--- config.mk ---
export PLATFORM = sky130hd
export DESIGN_NAME = bank_mapper_with_scanline_irq
export DESIGN_NICKNAME = d
export VERILOG_FILES = /design/src/design/bmirq_pkg.sv /design/src/design/bmirq_irq.sv /design/src/design/bank_mapper_with_scanline_irq.sv
export VERILOG_INCLUDE_DIRS = /design/src /design/src/design
export SDC_FILE = /design/constraint.sdc
export NUM_CORES = 1
export LEC_CHECK = 0
export BUFFER_PORTS_ARGS = -buffer_cell sky130_fd_sc_hd__buf_2
export CORE_MARGIN = 2
export CORE_UTILIZATION = 50
export DETAILED_ROUTE_END_ITERATION = 6
export PLACE_DENSITY = 0.67
export REMOVE_ABC_BUFFERS = 1
export SLEW_MARGIN = 20
export SYNTH_ARGS = -nofsm -noshare
export SYNTH_HDL_FRONTEND = slang
export SYNTH_SLANG_ARGS = --single-unit
--- constraint.sdc ---
create_clock -name clk -period 7 [get_ports clk]
set_input_delay 0.35 -clock clk [delete_from_list [all_inputs] [get_ports clk]]
set_output_delay 0.35 -clock clk [all_outputs]
set_load 0.05 [all_outputs]
--- src/design/bank_mapper_with_scanline_irq_assert.svh ---
// assertion macros for the bank mapper with scanline irq
// used by the top level only, expects clk and rst_n in scope
`ifndef BANK_MAPPER_WITH_SCANLINE_IRQ_ASSERT_SVH
`define BANK_MAPPER_WITH_SCANLINE_IRQ_ASSERT_SVH

`ifndef SYNTHESIS

// property checked while out of reset
`define BMIRQ_ASSERT(lbl, prop) \
    lbl: assert property (@(posedge clk) disable iff (!rst_n) prop) \
        else $error("bank mapper assertion failed");

// property checked at every edge, reset included
`define BMIRQ_ASSERT_ALWAYS(lbl, prop) \
    lbl: assert property (@(posedge clk) prop) \
        else $error("bank mapper assertion failed");

`else

`define BMIRQ_ASSERT(lbl, prop)
`define BMIRQ_ASSERT_ALWAYS(lbl, prop)

`endif

`endif

--- src/design/bmirq_pkg.sv ---
// shared types and constants of the bank mapper with scanline irq
// no dependencies
package bmirq_pkg;

    // kind of input word
    typedef enum logic [1:0] {
        OP_CPU_WRITE = 2'd0,
        OP_CPU_TICK  = 2'd1,
        OP_CPU_QUERY = 2'd2,
        OP_PPU_QUERY = 2'd3
    } op_t;

    // configuration register indexes
    localparam logic [1:0] CFG_PRG_MASK = 2'd0;
    localparam logic [1:0] CFG_CHR_MASK = 2'd1;

    // work ram window size and its offset width
    localparam int WRAM_BYTES = 8192;
    localparam int WRAM_AW    = $clog2(WRAM_BYTES);

    // cpu clocks times three per scanline
    localparam logic [9:0] PRESCALE_PERIOD = 10'd341;

    localparam int OFFSET_W = 22;

    // register write decoded for the irq unit
    typedef struct packed {
        logic       tick;
        logic       latch_wr;
        logic       ctrl_wr;
        logic       ack_wr;
        logic [7:0] data;
        logic [3:0] cycles;
    } irq_event_t;

endpackage

--- src/design/bmirq_irq.sv ---
// irq prescaler, counter, latch and pending flag
// depends on bmirq_pkg
module bmirq_irq
    import bmirq_pkg::*;
(
    input  logic       clk,
    input  logic       rst_n,
    input  logic       step,
    input  irq_event_t ev,
    output logic       pending,
    output logic       pending_next
);

    logic [7:0] reload_reg, reload_next;
    logic [7:0] counter_reg, counter_next;
    logic [8:0] prescaler_reg, prescaler_next;
    logic       enabled_reg, enabled_next;
    logic       after_ack_reg, after_ack_next;
    logic       pending_reg, pending_nxt;
    logic [5:0] add3;
    logic [9:0] sum;
    logic       wrap;

    // prescaler advance, at most one scanline per word
    assign add3 = {1'b0, ev.cycles, 1'b0} + {2'b00, ev.cycles};
    assign sum  = {1'b0, prescaler_reg} + {4'b0000, add3};
    assign wrap = (sum >= PRESCALE_PERIOD);

    // next state
    always_comb
    begin
        reload_next    = reload_reg;
        counter_next   = counter_reg;
        prescaler_next = prescaler_reg;
        enabled_next   = enabled_reg;
        after_ack_next = after_ack_reg;
        pending_nxt    = pending_reg;
        if (step)
        begin
            if (ev.tick)
            begin
                if (enabled_reg)
                begin
                    prescaler_next = wrap ? 9'(sum - PRESCALE_PERIOD) : sum[8:0];
                    if (wrap)
                    begin
                        if (counter_reg == 8'hFF)
                        begin
                            counter_next = reload_reg;
                            pending_nxt  = 1'b1;
                        end
                        else
                        begin
                            counter_next = counter_reg + 8'd1;
                        end
                    end
                end
            end
            else if (ev.latch_wr)
            begin
                reload_next = ev.data;
                pending_nxt = 1'b0;
            end
            else if (ev.ctrl_wr)
            begin
                enabled_next   = ev.data[1];
                after_ack_next = ev.data[0];
                if (ev.data[1])
                begin
                    counter_next = reload_reg;
                end
                prescaler_next = '0;
                pending_nxt    = 1'b0;
            end
            else if (ev.ack_wr)
            begin
                enabled_next = after_ack_reg;
                pending_nxt  = 1'b0;
            end
        end
    end

    // state registers
    always_ff @(posedge clk or negedge rst_n)
    begin
        if (!rst_n)
        begin
            reload_reg    <= '0;
            counter_reg   <= '0;
            prescaler_reg <= '0;
            enabled_reg   <= 1'b0;
            after_ack_reg <= 1'b0;
            pending_reg   <= 1'b0;
        end
        else
        begin
            reload_reg    <= reload_next;
            counter_reg   <= counter_next;
            prescaler_reg <= prescaler_next;
            enabled_reg   <= enabled_next;
            after_ack_reg <= after_ack_next;
            pending_reg   <= pending_nxt;
        end
    end

    assign pending      = pending_reg;
    assign pending_next = pending_nxt;

endmodule

--- src/design/bank_mapper_with_scanline_irq.sv ---
// top level of the bank mapper with scanline irq: decode, banking, result stage
// depends on bmirq_pkg, bmirq_irq and bank_mapper_with_scanline_irq_assert.svh
//
// Cartridge bank mapper with a scanline interrupt counter. Each input word is a
// cpu register write, a cpu cycle tick, a cpu address query or a ppu address
// query, and yields exactly one result word: the translated rom offset (zero for
// writes and ticks), the work ram hit flag, and the mirroring mode and irq line
// as they stand after that word. One word is accepted every clock while s_tready
// is high; a word is captured in the input register, is processed in a single
// pass that updates the bank and irq state, and is then loaded into the result
// register, from which its result is offered. The result register stalls
// only while the downstream side holds m_tready low. Configuration writes
// are taken at any time and should be issued while the block is idle.
`include "bank_mapper_with_scanline_irq_assert.svh"

module bank_mapper_with_scanline_irq
    import bmirq_pkg::*;
(
    input  logic        clk,
    input  logic        rst_n,
    // input words
    input  logic        s_tvalid,
    output logic        s_tready,
    input  logic [31:0] s_tdata,   // address[15:0], data[23:16], cycle_count[27:24], zero
    input  logic [1:0]  s_tuser,   // opcode[1:0]
    // result words
    output logic        m_tvalid,
    input  logic        m_tready,
    output logic [31:0] m_tdata,   // mapped_offset[21:0], wram_hit[22], mirroring[24:23],
                                   // irq_line[25], zero
    // configuration writes
    input  logic        cfg_valid,
    output logic        cfg_ready,
    input  logic [1:0]  cfg_index,
    input  logic [7:0]  cfg_data
);

    // input register
    logic        in_valid_reg;
    op_t         op_reg;
    logic [15:0] addr_reg;
    logic [7:0]  data_reg;
    logic [3:0]  cyc_reg;

    // configuration and bank state
    logic [7:0]  prg_mask_reg;
    logic [7:0]  chr_mask_reg;
    logic [7:0]  prg16_reg;
    logic [7:0]  prg8_reg;
    logic [7:0]  chr_bank_reg [8];
    logic [1:0]  mirror_reg, mirror_next;

    // result register
    logic                out_valid_reg;
    logic [OFFSET_W-1:0] offset_reg, offset_next;
    logic                wram_reg, wram_next;
    logic [1:0]          mirror_out_reg;
    logic                irq_out_reg;

    logic        advance;
    logic        step;
    logic [15:0] swz;
    logic [5:0]  sel;
    logic        wr;
    irq_event_t  irq_ev;
    logic        irq_pending;
    logic        irq_pending_next;
    logic [8:0]  prg16_bank;
    logic [7:0]  prg_bank;
    logic [7:0]  chr_bank;

    // handshake
    assign advance   = !out_valid_reg || m_tready;
    assign step      = in_valid_reg && advance;
    assign s_tready  = !in_valid_reg || advance;
    assign cfg_ready = 1'b1;

    // input word capture
    always_ff @(posedge clk or negedge rst_n)
    begin
        if (!rst_n)
        begin
            in_valid_reg <= 1'b0;
        end
        else if (s_tready)
        begin
            in_valid_reg <= s_tvalid;
        end
    end

    always_ff @(posedge clk)
    begin
        if (s_tvalid && s_tready)
        begin
            op_reg   <= op_t'(s_tuser);
            addr_reg <= s_tdata[15:0];
            data_reg <= s_tdata[23:16];
            cyc_reg  <= s_tdata[27:24];
        end
    end

    // register write decode, address bits 0 and 1 swapped
    assign swz = {addr_reg[15:2], addr_reg[0], addr_reg[1]};
    assign sel = {swz[15:12], swz[1:0]};
    assign wr  = (op_reg == OP_CPU_WRITE);

    assign irq_ev.tick     = (op_reg == OP_CPU_TICK);
    assign irq_ev.latch_wr = wr && (sel == 6'b1111_00);
    assign irq_ev.ctrl_wr  = wr && (sel == 6'b1111_01);
    assign irq_ev.ack_wr   = wr && (sel == 6'b1111_10);
    assign irq_ev.data     = data_reg;
    assign irq_ev.cycles   = cyc_reg;

    assign mirror_next = (step && wr && sel == 6'b1011_11) ? data_reg[3:2] : mirror_reg;

    // configuration registers
    always_ff @(posedge clk or negedge rst_n)
    begin
        if (!rst_n)
        begin
            prg_mask_reg <= 8'hFF;
            chr_mask_reg <= 8'hFF;
        end
        else if (cfg_valid && cfg_ready)
        begin
            if (cfg_index == CFG_PRG_MASK)
            begin
                prg_mask_reg <= cfg_data;
            end
            if (cfg_index == CFG_CHR_MASK)
            begin
                chr_mask_reg <= cfg_data;
            end
        end
    end

    // bank and mirroring registers
    always_ff @(posedge clk or negedge rst_n)
    begin
        if (!rst_n)
        begin
            prg16_reg    <= '0;
            prg8_reg     <= '0;
            mirror_reg   <= '0;
            chr_bank_reg <= '{default: '0};
        end
        else
        begin
            mirror_reg <= mirror_next;
            if (step && wr)
            begin
                if (sel == 6'b1000_00)
                begin
                    prg16_reg <= data_reg;
                end
                if (sel == 6'b1100_00)
                begin
                    prg8_reg <= data_reg;
                end
                if (swz[15:12] == 4'hD)
                begin
                    chr_bank_reg[{1'b0, swz[1:0]}] <= data_reg;
                end
                if (swz[15:12] == 4'hE)
                begin
                    chr_bank_reg[{1'b1, swz[1:0]}] <= data_reg;
                end
            end
        end
    end

    // irq unit
    bmirq_irq u_irq (
        .clk          (clk),
        .rst_n        (rst_n),
        .step         (step),
        .ev           (irq_ev),
        .pending      (irq_pending),
        .pending_next (irq_pending_next)
    );

    // address translation
    assign prg16_bank = {prg16_reg, addr_reg[13]} & {1'b0, prg_mask_reg};
    assign chr_bank   = chr_bank_reg[addr_reg[12:10]] & chr_mask_reg;

    always_comb
    begin
        priority if (!addr_reg[14])
        begin
            prg_bank = prg16_bank[7:0];
        end
        else if (!addr_reg[13])
        begin
            prg_bank = prg8_reg & prg_mask_reg;
        end
        else
        begin
            prg_bank = prg_mask_reg;
        end
    end

    always_comb
    begin
        offset_next = '0;
        wram_next   = 1'b0;
        unique case (op_reg)
            OP_CPU_QUERY:
            begin
                if (addr_reg[15:13] == 3'b011)
                begin
                    wram_next   = 1'b1;
                    offset_next = OFFSET_W'(addr_reg[WRAM_AW-1:0]);
                end
                else if (addr_reg[15])
                begin
                    offset_next = {1'b0, prg_bank, addr_reg[12:0]};
                end
            end
            OP_PPU_QUERY:
            begin
                offset_next = {4'b0000, chr_bank, addr_reg[9:0]};
            end
            default:
            begin
                offset_next = '0;
            end
        endcase
    end

    // result register
    always_ff @(posedge clk or negedge rst_n)
    begin
        if (!rst_n)
        begin
            out_valid_reg <= 1'b0;
        end
        else if (advance)
        begin
            out_valid_reg <= in_valid_reg;
        end
    end

    always_ff @(posedge clk)
    begin
        if (step)
        begin
            offset_reg     <= offset_next;
            wram_reg       <= wram_next;
            mirror_out_reg <= mirror_next;
            irq_out_reg    <= irq_pending_next;
        end
    end

    assign m_tvalid = out_valid_reg;
    assign m_tdata  = {6'b000000, irq_out_reg, mirror_out_reg, wram_reg, offset_reg};

    // checks
    `BMIRQ_ASSERT(a_pending_rise_on_tick, $rose(irq_pending) |-> $past(step && irq_ev.tick))
    `BMIRQ_ASSERT(a_pending_clear_on_write, (step && (irq_ev.latch_wr || irq_ev.ctrl_wr || irq_ev.ack_wr)) |=> !irq_pending)
    `BMIRQ_ASSERT_ALWAYS(a_stall_only_when_full, (rst_n && !s_tready) |-> (in_valid_reg && out_valid_reg && !m_tready))

endmodule

Yosys cells after proc, flatten, opt, wreduce, memory -nomap -nowiden
Cells that the tools add are included.

storage, ports and cells
  input bits = 49
  latch bits = 0
  output and inout bits = 35
  flip-flop bits (word level) = 183
  memory bits (writable) = 0
  ROM bits = 0
  memories = 0

cells by class
  divide/modulo/power cells = 0
  equal/unequal tests = 17
  shift operators = 0
  multipliers = 0
  bitwise logic cells = 8
  $add $sub $neg = 4
  reductions and logical operators = 27
  $lt $le $gt $ge = 6
  muxes and demuxes = 41

operator list
  kind                                                                 number
  two-way mux 64 bit                                                   3
  bitwise mux 64 bit                                                   2
  two-way mux 8 bit                                                    13
  demux 8 bit (select 3 bit)                                           2
  two-way mux 9 bit                                                    5
  one-hot mux 22 bit (2 select lines)                                  1
  two-way mux 21 bit                                                   2
  equality test 6 bit (second input constant)                          6
  bitwise AND 8 bit                                                    3
  binary-select mux 8 bit (select 3 bit)                               1
  greater-or-equal comparator 4 bit (second input constant)            3
  AND reduction 4 bit                                                  3
  two-way mux 1 bit                                                    11
  adder 9 x 6 -> 10 bit                                                1
  greater-or-equal comparator 10 x 9 -> 1 bit (second input constant)  1
  logical AND 1 bit                                                    9
  subtractor 9 bit (second input constant)                             1
  adder 8 x 1 -> 8 bit (second input constant)                         1
  equality test 4 bit (second input constant)                          2
  equality test 8 bit (second input constant)                          1
  < comparator 4 x 1 -> 1 bit (second input constant)                  2
  inverter 3 -> 4 bit                                                  2
  AND reduction 2 bit                                                  4
  adder 5 x 4 -> 6 bit                                                 1
  other kinds (13)                                                     23

Logic depth before layout (Yosys ltp)
Gate-level depths: netlist of run 1.

  depth after elaboration = 10
  mapped depth = 11

By module
A second synthesis of run 1 with hierarchy kept.

unflattened totals
  cell total of the unflattened synthesis = 616
  area, all modules = 8461.9 um2

by module, submodules not included
  module                         cells each  area an instance (um2)  instances
  bank_mapper_with_scanline_irq  406         6424.9                  1
  bmirq_irq                      210         2037.0                  1

Worst setup path before layout of run 1
Ideal clock, no wire load.

  path type = reg2reg
  from = reg cyc_reg[1]
  to = reg u_irq.counter_reg[6]
  data required time = 6.868 ns
  cell stages (with the launch flop) = 10
  data arrival time = 3.208 ns
  setup slack = 3.661 ns
  setup time = 0.132 ns
  cell sequence = edfxtp_1 > fa_1 > ha_1 > fa_1 > a21o_1 > a211oi_2 > o32ai_2 > a2111oi_4 > a211oi_1 > or3b_1

on the way
  cells in the longest elaborated chain, start to end = 5

ends and longest elaborated chain
  element                                      RTL line                             text
  start, declared                              bank_mapper_with_scanline_irq.sv:43  logic [3:0] cyc_reg;
  start signal, assigned                       bank_mapper_with_scanline_irq.sv:98  cyc_reg <= s_tdata[27:24];
  adder 5 x 4 -> 6 bit                         bmirq_irq.sv:25                      assign add3 = {1'b0, ev.cycles, 1'b0} + {2'b00, ev.cycles};
  adder 9 x 6 -> 10 bit                        bmirq_irq.sv:26                      assign sum = {1'b0, prescaler_reg} + {4'b0000, add3};
  greater-or-equal comparator 10 x 9 -> 1 bit  bmirq_irq.sv:27                      assign wrap = (sum >= PRESCALE_PERIOD);
  != test 2 x 1 -> 1 bit (no line)             --
  AND reduction 6 bit (no line)                --
  end signal, assigned                         bmirq_irq.sv:98                      counter_reg <= counter_next;
  end, declared                                bmirq_irq.sv:15                      logic [7:0] counter_reg, counter_next;

Every way passes these cells.
A chain may end at the register's enable or synchronous reset.

Final worst setup path of run 1
  from = reg cyc_reg[1]
  to = reg irq_out_reg (data pin)

on the way
  cells in the longest elaborated chain, start to end = 7

ends and longest elaborated chain
  element                                      RTL line                              text
  adder 5 x 4 -> 6 bit                         bmirq_irq.sv:25
  adder 9 x 6 -> 10 bit                        bmirq_irq.sv:26
  greater-or-equal comparator 10 x 9 -> 1 bit  bmirq_irq.sv:27
  two-way mux 1 bit                            bmirq_irq.sv:45                       if (wrap)
  two-way mux 1 bit                            bmirq_irq.sv:42                       if (enabled_reg)
  two-way mux 1 bit                            bmirq_irq.sv:40                       if (ev.tick)
  two-way mux 1 bit                            bmirq_irq.sv:38                       if (step)
  net irq_pending_next                         bank_mapper_with_scanline_irq.sv:67   logic irq_pending_next;
  end signal, assigned                         bank_mapper_with_scanline_irq.sv:250  irq_out_reg <= irq_pending_next;
  end, declared                                bank_mapper_with_scanline_irq.sv:58   logic irq_out_reg;

The timed path passes the listed nets, and every way through them passes these cells.

==> results of run 1 <==
## worst paths after layout
path / start / end / slack (ns) / cells past startpoint
max reg2reg: cyc_reg[1] / irq_out_reg / 3.30 / 9
min: rst_n / u_irq.prescaler_reg[8] / -0.02 / 1
min in group clk: s_tdata[5] / addr_reg[5] / 0.09 / 1
min reg2reg: mirror_reg[1] / mirror_reg[1] / 0.50 / 1
max in group asynchronous: rst_n / u_irq.reload_reg[3] / 5.63 / 2
max: cyc_reg[1] / irq_out_reg / 3.30 / 9
## layout make-up
type / instances / area (um2)
clock buffers: 18 / 429
inverters: 7 / 26.3
multi-input cells: 390 / 3380
repair buffers: 77 / 403
clock inverters: 14 / 138
flip-flops and latches: 182 / 4850
well taps: 220 / 275
fillers: 1317 / 7020
## cell families (layout without fill, tap and decap cells)
logic type	after synthesis	after routing	synth area share [%]
adder cells (fa/ha/maj)	14	14	2.43
other	2	8	0.0891
AND/OR/NAND/NOR	151	151	9.82
multiplexers	132	132	19.7
AO/OA/AOI/OAI	81	81	7.31
XOR/XNOR	4	4	0.505
buffers and inverters	46	116	2.64
flip-flops	182	182	57.5
## per-stage QoR
step                worst slack [ns]  utilization (%)  area, um2  cells  hold slack [ns]
floorplan                       3.38                -       8260    579           0.0544
global placement                3.43             54.1       8940    876            0.460
detailed placement              3.37             54.1       8940    876            0.476
CTS                             3.29             57.5       9500    908           0.0151
global route                    3.07             57.5       9500    908           0.0502
finish                          3.30             57.5       9500    908          -0.0225
## power by group
| part | total (mW) | switching (mW) | internal [mW] |
|---|---|---|---|
| logic | 0.239 | 0.149 | 0.0908 |
| registers | 1.23 | 0.0491 | 1.18 |
| clock network | 0.920 | 0.420 | 0.500 |
## metal layers
metal  wire [um]  GRT usage, %  up-vias
li1            -             -     2390
met1        7520          26.7     2641
met2        8840          34.5      126
met3         606          4.23       23
met4         301          6.74        0
met5           0             0        -
## cells in the final DEF (no fill, tap or decap), types with 3 or more instances in the layout
| master | instances |
|---|---|
| ha_1 | 10 |
| or3_1 | 7 |
| buf_2 | 70 |
| nand2b_1 | 7 |
| clkbuf_16 | 17 |
| a32o_1 | 3 |
| o211ai_1 | 5 |
| fa_1 | 4 |
| mux4_2 | 16 |
| nor2_1 | 19 |
| a32oi_1 | 3 |
| nor3_1 | 12 |
| o2bb2a_1 | 5 |
| mux2i_1 | 5 |
| inv_1 | 7 |
| nand2_1 | 35 |
| dfrtp_1 | 111 |
| mux2_2 | 111 |
| or2_2 | 3 |
| dfstp_2 | 16 |
| a211oi_1 | 5 |
| nand4_1 | 4 |
| buf_4 | 7 |
| o22ai_1 | 12 |
| inv_6 | 7 |
| edfxtp_1 | 55 |
| and3_1 | 6 |
| nand3_1 | 13 |
| a21oi_1 | 10 |
| nor2_2 | 7 |
| o21ai_0 | 14 |
| conb_1 | 8 |
| and2_1 | 15 |
| nor4_1 | 5 |
## critical path: stages (launching register included)
cell and delay [ns]:
edfxtp_1 0.44, fa_1 0.48, ha_1 0.25, fa_1 0.44, a211oi_1 0.27, nor2_1 0.15, o2111a_1 0.34, nor2_1 0.65
or2_1 0.28, o31ai_1 0.12
==> impl_metrics.tcl, run 1 <==
set metrics [dict create \
    outcome "complete, but fails checks" \
    violations "negative hold slack" \
    numCtsBuffers 17 \
    hold_viol_final 4 \
    worstPathRequired_ns 7.16 \
    timing.final.crit_share_pct 52.8 \
    rsz0062_at_grt "false" \
    hold_class "in -> async" \
    dr.pass1.iters 5 \
    clkTransAtPathRegs_ns 0.07 \
    synthCells 612 \
    period_minus_slack_ns 3.70 \
    drv_slew 0 \
    start_util_pct 51.0 \
    ys.flop_type "dfrtp_1" \
    clockBufferDepth 2 \
    cap_violations 0 \
    tns_ns 0 \
    drt_iter0_markers 395 \
    clock_latency_ns 0.43 \
    yosysWarnings 0 \
    finalClockSkew_ns 0.0138 \
    critPathCaptureType "flop" \
    fin_hold_ws_ns -0.0225 \
    ys_types 69 \
    syn-cell-area_mm2 0.00843 \
    synth_top_cell_by_area "dfrtp_1" \
    cts_root_buf "clkbuf_16" \
    grt.total_usage_pct 20.5 \
    powerDensity_mw_per_mm2 251 \
    ir_drop_v 0.000182 \
    drcViolationCount 0 \
    gr-total-overflow 0 \
    crit_fanout 14 \
    wl_mm 17.3 \
    synthTopCellsByArea "dfrtp_1 (33%), edfxtp_1 (20%), mux2_2 (15%)" \
    io_pins 84 \
    via_per_inst 5.70 \
    antenna_left 0 \
    die_w_um 134 \
    cts_max_level 4 \
    syn2layout_area_growth_pct 12.7 \
    worstSetupPathType "reg -> reg" \
    layout-drive-gt1-share_pct 40.0 \
    wl_per_cell_um 19.0 \
    num_rows 47 \
    nets 738 \
    worst_pin_slew_ns 0.831 \
    slew-limit-headroom_pct 44.6 \
    synth_edf_count 55 \
    setup-violations-final 0 \
    synth.avg_cell_area_um2 13.8 \
    die_h_um 134 \
    grt_max_degree 65 \
    antenna_found_initial 0 \
    grt_pass1_wl_mm 28.2 \
    cts_resized 0 \
    ctsHoldBuffers 0 \
    crit_arrival_ns 3.86 \
    fmax_mhz 271 \
    synthArstFlopShare_pct 69.8 \
    gp_congestion 0.851 \
    synth_seq_area_share_pct 57.5 \
    cts.sinks 182 \
    finalPower_mw 2.39 \
    cp-start-kind "flop" \
    hpwlAfterDp_mm 12.0 \
    dieArea_mm2 0.0179 \
    yosys-top-cells-count "dfrtp_1 (111), mux2_2 (111), edfxtp_1 (55)" \
    synth_top_area_share_pct 32.9 \
    vias 5180 \
    grt_pass1_vias 5430 \
    largest_reg_flops 64 \
    insertedDiodeCount 0 \
    yosys_register_bits 182 \
    cts_tree "yes" \
    fp.coreArea_mm2 0.0165 \
    p_leak_nw 4.17 \
    post-cts-setup-buffers 0 \
    port_buffers 71 \
]
(Power assumes the default switching activity.)
==> run 2: changes to the inputs <==
- clock period: 7 -> 3.6 ns (I/O delays scaled with it)
==> run 2 against run 1 <==
The run now ends clean. Hold slack improved by 0.033 ns. Critical path depth rose by 1. Non-clock buffer count is 47 higher. Setup slack worse by 3.1 ns. Critical path type unchanged. Utilization up 2.9 points. Global-route usage rose by 0.93 points. Clock power up 93%.
==> impl_metrics.tcl, run 2 (synthesis gave the netlist of run 1 again) <==
set metrics [dict create \
    min_from "cfg_data[6]" \
    dr.pass1.iters 4 \
    clockBufferDepth 2 \
    antenna_left 0 \
    crit_top_cell "fa_1" \
    path_delay_family "compound AO/OA/AOI/OAI gates" \
    vias 5371 \
    drcViolationCount 0 \
    die_h_um 134 \
    power_frac_seq_pct 50.9 \
    drt_iter0_markers 397 \
    hold_viol_final 0 \
    clkTransAtPathRegs_ns 0.07 \
    r2r_end "u_irq.counter_reg[6]" \
    setup-violations-final 0 \
    dpl_cell_area_mm2 0.00903 \
    path_cells "fa_1, ha_1, fa_1, a21o_1, a211oi_4, o32ai_2, a2111oi_4, buf_6, a211oi_1, or3b_1" \
    p_int_mw 3.52 \
    wl_mm 17.9 \
    hold_class "in -> reg" \
    numCtsBuffers 17 \
    cp_slowest_stage_delay_ns 0.48 \
    final_cells 955 \
    timing.final.crit_share_pct 95.6 \
    hpwlAfterDp_mm 12.3 \
    r2r_cells 10 \
    io_pins 84 \
    cts.sinks 182 \
    period_minus_slack_ns 3.44 \
    via_per_inst 5.62 \
    cts_root_buf "clkbuf_16" \
    post-cts-setup-buffers 0 \
    nets 785 \
    r2r_slack_ns 0.16 \
    cp-start-kind "flop" \
    ir_drop_v 0.000359 \
    port_buffers 71 \
    tns_ns 0 \
    dieArea_mm2 0.0179 \
    cts_max_level 4 \
    insertedDiodeCount 0 \
    finalClockSkew_ns 0.00790 \
    p_comb_share_pct 11.0 \
    power_frac_clock_pct 38.1 \
    start_util_pct 51.0 \
    outcome "complete, no violations" \
    num_rows 47 \
    antenna_found_initial 0 \
    layout-drive-gt1-share_pct 38.8 \
    fp.coreArea_mm2 0.0165 \
    postLayoutCellArea_mm2 0.00998 \
    powerDensity_mw_per_mm2 469 \
    largest_reg_flops 64 \
    critPathCaptureType "flop" \
    grt_pass1_wl_mm 29.4 \
    cp_slowest_cell "fa_1" \
    crit_arrival_ns 3.74 \
    fmax_mhz 291 \
    grt_pass1_vias 5636 \
    grt_max_degree 69 \
    slew-limit-headroom_pct 40.3 \
    worstPathBufferInverterCount 1 \
    fillers 1286 \
    p_switching_mw 1.16 \
    holdPathEnd "chr_mask_reg[6]" \
    cts_tree "yes" \
    swShare_pct 24.8 \
    gp_congestion 0.850 \
    cap_violations 0 \
    wl_per_cell_um 18.8 \
    die_w_um 134 \
    crit_fanout 9 \
    worst_pin_slew_ns 0.896 \
    p_leak_nw 4.39 \
    grt.total_usage_pct 21.4 \
    worstSetupPathType "reg -> reg" \
    syn2layout_area_growth_pct 18.3 \
    rr_startpoint "cyc_reg[1]" \
    clock_latency_ns 0.43 \
    dp_cells 887 \
    drv_slew 0 \
    hold_depth 2 \
    worstPathRequired_ns 3.90 \
    gr-total-overflow 0 \
    final_cell_mix "mux2_2 (111), dfrtp_1 (111), buf_2 (70)" \
]
## run 2: cell count changes in the layout (fill, tap and decap cells not counted), sizes merged
cell,before,now
clkinv,4,9
inv,15,9
buf,77,88
bufinv,1,2
dlygate4sd3,0,36
## run 2: cell type report
class / count / area (um2) / share of cell area (%)
clock buffers: 18 / 429 / 4.30
clock inverters: 14 / 134 / 1.34
inverters: 7 / 26.3 / 0.263
multi-input cells: 390 / 3400 / 34.1
flip-flops and latches: 182 / 4850 / 48.6
well taps: 220 / 275 / 2.76
repair buffers: 124 / 862 / 8.64
## run 2: worst max path at each step
| stage | from | endpoint | slack (ns) | cells after the start |
|---|---|---|---|---|
| final | cyc_reg[1] | u_irq.counter_reg[6] | 0.16 | 10 |
| after global routing | cyc_reg[1] | u_irq.counter_reg[6] | -0.002 | 10 |
| after CTS | cyc_reg[1] | irq_out_reg | 0.1 | 10 |
| after detailed placement | cyc_reg[1] | u_irq.counter_reg[6] | 0.12 | 10 |
| after global placement | cyc_reg[1] | u_irq.counter_reg[6] | 0.17 | 10 |
| after floorplan | cyc_reg[1] | irq_out_reg | -0.02 | 9 |
## run 2: timing repair
action / in CTS / in global routing
hold buffers: 35 / 1
setup endpoints to repair: 0 / 6
endpoints found under the hold margin: 86 / 1
gates resized for setup: 0 / 4
## run 2: per-stage QoR
step / power (mW) / hold slack [ns] / setup WS, ns / util, %
final: 4.68 / 0.0101 / 0.159 / 60.4
after global routing: 4.87 / 0.00177 / -0.00189 / 60.4
after CTS: 4.72 / 0.000325 / 0.0974 / 60.2
after detailed placement: 2.91 / 0.358 / 0.116 / 54.7
after global placement: 2.89 / 0.344 / 0.172 / 54.7
after floorplan: 2.73 / -0.116 / -0.0243 / -
## run 2: power by group through the flow
stage / Clock (mW) / Sequential, mW / Combinational (mW)
after detailed placement: 0 / 2.42 / 0.485
after CTS: 1.82 / 2.38 / 0.517
after floorplan: 0 / 2.48 / 0.249
after global placement: 0 / 2.41 / 0.472
after global routing: 1.91 / 2.40 / 0.558
final: 1.78 / 2.38 / 0.516
## run 2: metal layers
metal	track usage [%]	part of all wire [%]
met1	28.5	44
met2	36.3	51
met3	4.04	2.9
met4	5.91	1.8
met5	0	0
